**src/sv/lslf_pkg.sv**
```systemverilog
package lslf_pkg;

   // Field widths of the point and result beats.
   localparam int KEY_W = 20;
   localparam int VAL_W = 32;

   // Largest store the block supports, and the widths that follow from it.
   localparam int MAX_POINTS_DEF = 64;
   localparam int CNT_W          = 7;
   localparam int IDX_W          = CNT_W - 1;

   // Running sum widths, sized for the largest store.
   localparam int SX_W  = 26;
   localparam int SY_W  = 38;
   localparam int SXX_W = 46;
   localparam int SXY_W = 58;

   // Divider operand widths.
   localparam int DIV_W  = 64;
   localparam int STEP_W = 7;

   typedef enum logic [1:0] {
      STAT_OK    = 2'd0,
      STAT_DEGEN = 2'd1,
      STAT_DROP  = 2'd2
   } fit_status_type;

   typedef enum logic [3:0] {
      B_IDLE,
      B_PROD,
      B_DIFF,
      B_CHK,
      B_SDIV,
      B_IPROD,
      B_ISTART,
      B_IDIV,
      B_READ,
      B_FIT,
      B_PUSH
   } back_state_type;

   // One finished set, handed from the loader to the fit engine.
   typedef struct packed {
      logic                    bank;
      logic [CNT_W-1:0]        n;
      logic [SX_W-1:0]         sx;
      logic signed [SY_W-1:0]  sy;
      logic [SXX_W-1:0]        sxx;
      logic signed [SXY_W-1:0] sxy;
      logic                    dropped;
   } job_type;

   // Key store write from the loader.
   typedef struct packed {
      logic             en;
      logic             bank;
      logic [IDX_W-1:0] idx;
      logic [KEY_W-1:0] key;
   } key_wr_type;

endpackage

```
**src/sv/lslf_job_fifo.sv**
```systemverilog
module lslf_job_fifo (
   input  logic              clock,
   input  logic              reset,
   input  logic              push,
   input  lslf_pkg::job_type push_data,
   input  logic              pop,
   output logic              not_empty,
   output lslf_pkg::job_type pop_data
);
   import lslf_pkg::*;

   job_type    slot_ff [2];
   logic       wr_ptr_ff, wr_ptr_in;
   logic       rd_ptr_ff, rd_ptr_in;
   logic [1:0] fill_ff, fill_in;

   assign not_empty = fill_ff != 2'd0;
   assign pop_data  = slot_ff[rd_ptr_ff];

   // Pointers and fill level; the loader never pushes into a full queue.
   always_comb begin
      wr_ptr_in = push ? !wr_ptr_ff : wr_ptr_ff;
      rd_ptr_in = pop ? !rd_ptr_ff : rd_ptr_ff;
      fill_in   = fill_ff + {1'b0, push} - {1'b0, pop};
   end

   always_ff @(posedge clock) begin
      if (reset) begin
         wr_ptr_ff <= 1'b0;
         rd_ptr_ff <= 1'b0;
         fill_ff   <= '0;
      end else begin
         wr_ptr_ff <= wr_ptr_in;
         rd_ptr_ff <= rd_ptr_in;
         fill_ff   <= fill_in;
      end
   end

   always_ff @(posedge clock) begin
      if (push) begin
         slot_ff[wr_ptr_ff] <= push_data;
      end
   end

endmodule

```
**config.mk**
```make
export PLATFORM = sky130hd
export DESIGN_NAME = lslf_job_fifo
export DESIGN_NICKNAME = d
export VERILOG_FILES = /design/src/sv/lslf_pkg.sv /design/src/sv/lslf_job_fifo.sv
export SDC_FILE = /design/constraint.sdc
export NUM_CORES = 1
export LEC_CHECK = 0
export ABC_AREA = 1
export BUFFER_PORTS_ARGS = -buffer_cell sky130_fd_sc_hd__buf_2
export CAP_MARGIN = 20
export CORE_MARGIN = 3
export CORE_UTILIZATION = 59
export CTS_BUF_LIST = sky130_fd_sc_hd__clkbuf_8
export DETAILED_ROUTE_END_ITERATION = 16
export PLACE_DENSITY_LB_ADDON = 0.12
export SYNTH_ARGS = -nofsm -noshare
export SYNTH_HDL_FRONTEND = slang
export SYNTH_SLANG_ARGS = --single-unit
```
**constraint.sdc**
```tcl
create_clock -name clock -period 17.1 [get_ports clock]
set_clock_uncertainty 0.15 [all_clocks]
set_input_delay 3.42 -clock clock [delete_from_list [all_inputs] [get_ports clock]]
set_output_delay 3.42 -clock clock [all_outputs]
set_load 0.005 [all_outputs]
```
# Yosys cells after proc, flatten, opt, wreduce, memory -nomap -nowiden
# Memories as Yosys holds them, arrays and structs flattened. A register that Yosys moved wholly into a read port is not among the register bits.
# Cells that the tools add are included.
# totals
regBits	4
latchBits	0
mem_bits_rw	354
rom_bits	0
inputBits	181
n_memories	1
# op_classes
add_sub_neg	2
multipliers	0
div_mod_pow	0
n_lt_le_gt_ge	0
n_eq_ne	0
shifts	0
mux	4
bitwise_logic	0
reduce_logical	3
# memory_table
name	words	word_bits	read_ports	rd_ports_with_merged_regs	write_ports	line	text
slot_ff	2	177	1	1	1	lslf_job_fifo.sv:12	job_type slot_ff [2];
# ops
op	count
$mux 1	4
$add 2x1->2	1
$logic_not 1->1	2
$reduce_bool 2->1	1
$sub 2x1->2	1

# Logic depth before layout (Yosys ltp)
# logic_depth
ltp_word	3
depth_mapped	9
ltp_nobuf	9

# Least setup slack after synthesis
# Ideal clock, no wire load.
# synth_path
path_kind	input port to flip-flop
start	input port push
end	memory slot_ff[0][0] (netlist name) (enable)
setup_ps	722
arrival_ps	10858
path_slack_ps	5370
cell_stages	2
cell_sequence	inv_1 > nor2_1
# synth_between
elab_chain_cells	2
# synth_lines
item	line	text
start, declared	lslf_job_fifo.sv:4	input logic push,
$mux 1	lslf_job_fifo.sv:40	if (push) begin
$mux 1 (not written as such)	lslf_job_fifo.sv:41	slot_ff[wr_ptr_ff] <= push_data;
end, declared	lslf_job_fifo.sv:12	
# No other way between the ends.

==> impl_metrics.json <==
{
  "yosys-top-cells-area": "edfxtp_1, mux2_4, mux2_2",
  "overflow": 0,
  "first_iter_violations": 328,
  "synth_nets": 764,
  "synth_cells": 581,
  "powerDensity_nw_per_um2": 112,
  "io_buffers": 358,
  "cp_top_family": "buffers and inverters",
  "ir_worst_vdd_uv": 87.8,
  "internal_power_w": 0.00146,
  "synth_warnings": 0,
  "dpl_worst_slack_ns": 10.91,
  "ys_ff_latch": 359,
  "via_per_inst": 5.19,
  "tightest_slew_ns": 0.997,
  "clock_power_share_pct": 33.5,
  "grt_max_degree": 116,
  "place.gp.congestion": 0.771,
  "grt_pass1_vias": 7261,
  "avgSynthCellArea_um2": 23.3,
  "cts_made_buffers": 54,
  "yosys.area.top_type_share_pct": 78.6,
  "dr.pass1.iters": 4,
  "die-area_um2": 24800,
  "clock_path_buffers": 3,
  "switching_share_pct": 22.0,
  "wire_per_inst_um": 20.6,
  "cts_tree": "built",
  "yosys.cell_types.count": 14,
  "dpl.cell_count": 1205,
  "vias": 6804,
  "postCtsSetupBuffers": 0,
  "final-max-slew-violation-count": 0,
  "p_sw_w": 0.000410,
  "finalHoldViolCount": 0,
  "instances_no_fill": 1311,
  "synth_top_area_cell": "edfxtp_1",
  "cp_max_fo": 60,
  "clk_pin_slew_worst_paths_ns": 0.06,
  "pwr-share-comb_pct": 10.9,
  "rows": 54,
  "cpMaxStageDelayCell": "buf_4",
  "grt_first_pass_wirelength_um": 39700,
  "drive_gt1_share_pct": 59.3,
  "die_h_um": 157,
  "htree_levels": 2,
  "start_util_pct": 61.1,
  "post_cts_resized": 0,
  "rsz0062_at_grt": "false",
  "ios": 359,
  "layout_setup_ws_ns": 10.84,
  "min_period_ns": 6.26,
  "cts.sinks": 359,
  "crit_required_ns": 13.53,
  "drc": 0,
  "grtUsageTotal_pct": 21.1,
  "hold_path.class": "reg -> reg",
  "design.core.area_um2": 22200,
  "area_growth_pct": 22.5,
  "worstPathBufferInverterCount": 2,
  "synth_area_um2": 13500,
  "fin_nets": 1166,
  "status": "finished, final reports clean",
  "cts_hold_buf": 0,
  "setup_violations": 0,
  "placed_area_um2": 15500,
  "seqPwrFrac_pct": 55.5,
  "criticalPathCategory": "reg -> out",
  "finalSetupTns_ns": 0,
  "wirelength_um": 27000,
  "path_cells": "buf_4, mux2_2, buf_2",
  "cp_slowest_stage_delay_ns": 0.85,
  "ant_nets": 0,
  "arrival_ns": 2.69,
  "insertion_delay_ns": 0.55,
  "cts-root-buf": "clkbuf_8",
  "slew_headroom_pct": 33.5,
  "die_x_um": 157,
  "p_leak_nw": 6.61,
  "antenna_found_initial": 11,
  "period_share_pct": 36.6,
  "hpwlAfterDp_um": 18300,
  "end_kind": "output pin",
  "seq_area_frac_synth_pct": 79.3,
  "design_area_um2": 16600,
  "critPathLaunchType": "register",
  "max_freq_mhz": 160,
  "cap_violations": 0
}
-- routing by layer --
metal | vias to the layer above | track usage, % | routed length [um] | share of wire, %
met3 | 60 | 8.00 | 2660 | 9.9
met5 | - | 0 | 60 | 0.22
li1 | 3125 | - | - | -
met4 | 8 | 7.52 | 798 | 3.0
met2 | 293 | 36.7 | 14100 | 52
met1 | 3318 | 24.0 | 9370 | 35
-- cells in the final DEF (no fill, tap or decap) --
cell and n:
buf_2 358, clkinv_1 20, nand2_1 5, nor3_1 1, nand3_1 1, inv_1 23, diode_2 7, buf_16 2
dfxtp_1 4, nor2_1 5, edfxtp_1 354, clkbuf_8 54, xnor2_1 1, dfxtp_4 1, bufinv_16 2, clkinvlp_4 2
nor2_4 1, mux2_2 47, inv_6 2, mux2_4 130, clkinv_2 2, a21oi_1 1, buf_4 6, ha_1 2
-- cell families after synthesis --
kind of cell,after synthesis,synth area share (%)
compound gates,1,0.0370
xor+xnor,1,0.0647
fa+ha+maj,2,0.185
buf+inv,28,1.70
flops,359,79.3
mux,177,18.3
simple gates,13,0.379
-- worst register-to-register path, stage by stage (launching register included) --
cell     delay [ns]
dfxtp_1        0.39
nand2_1        0.14
inv_6          0.27
buf_16         0.41
buf_4          0.79
-- path summary, 6_finish.rpt --
check / startpoint / endpoint / slack, ns / depth (start not counted)
worst max-delay path: register / pop_data[45] / 10.84 / 3
worst min register to register: rd_ptr_ff$_SDFFE_PP0P_ / rd_ptr_ff$_SDFFE_PP0P_ / 0.39 / 2
worst min-delay path: rd_ptr_ff$_SDFFE_PP0P_ / rd_ptr_ff$_SDFFE_PP0P_ / 0.39 / 2
worst max register to register: wr_ptr_ff$_SDFFE_PP0P_ / slot_ff[1][46]$_DFFE_PP_ / 14.53 / 4
-- registers in the layout, summed over array words and instances (netlist names), named ones only --
| name | cells |
|---|---|
| slot_ff | 354 |
| rd_ptr_ff | 1 |
| wr_ptr_ff | 1 |
| fill_ff | 2 |
-- synthesized netlist by cell type --
master and instances:
mux2_4 130, nand3_1 1, buf_2 4, nand2_1 5
dfxtp_1 5, xnor2_1 1, mux2_2 47, nor3_1 1
inv_1 8, buf_6 16, ha_1 2, edfxtp_1 354
a21oi_1 1, nor2_1 6
-- per-stage QoR --
| stage | power [W] | hold WS (ns) | util [%] |
|---|---|---|---|
| 4_1_cts | 0.00189 | 0.390 | 74.5 |
| 6_report | 0.00187 | 0.388 | 74.8 |
| 3_5_place_dp | 0.00126 | 0.376 | 70.1 |
| 5_1_grt | 0.00194 | 0.428 | 74.8 |
| 3_3_place_gp | 0.00125 | 0.346 | 70.1 |
| 2_1_floorplan | 0.00118 | 0.330 | - |
-- power groups by stage --
| stage | combinational, W | clock, W | sequential, W |
|---|---|---|---|
| after detailed placement | 0.000201 | 0 | 0.00106 |
| final | 0.000204 | 0.000625 | 0.00104 |
| after CTS | 0.000202 | 0.000647 | 0.00104 |
| after global routing | 0.000220 | 0.000685 | 0.00104 |
| after floorplan | 0.000122 | 0 | 0.00106 |
| after global placement | 0.000195 | 0 | 0.00106 |
-- area by class of cell --
cell class                 instances  area [um2]
antenna                            7        17.5
clock buffer                      54         743
clock inverter                    43         229
fill                            1382        5580
inverter                           8        35.0
multi-input combinational        194        2580
sequential                       359       10700
tap                              280         350
timing repair buffer             366        1890
Power figures use the tool's default switching activity.
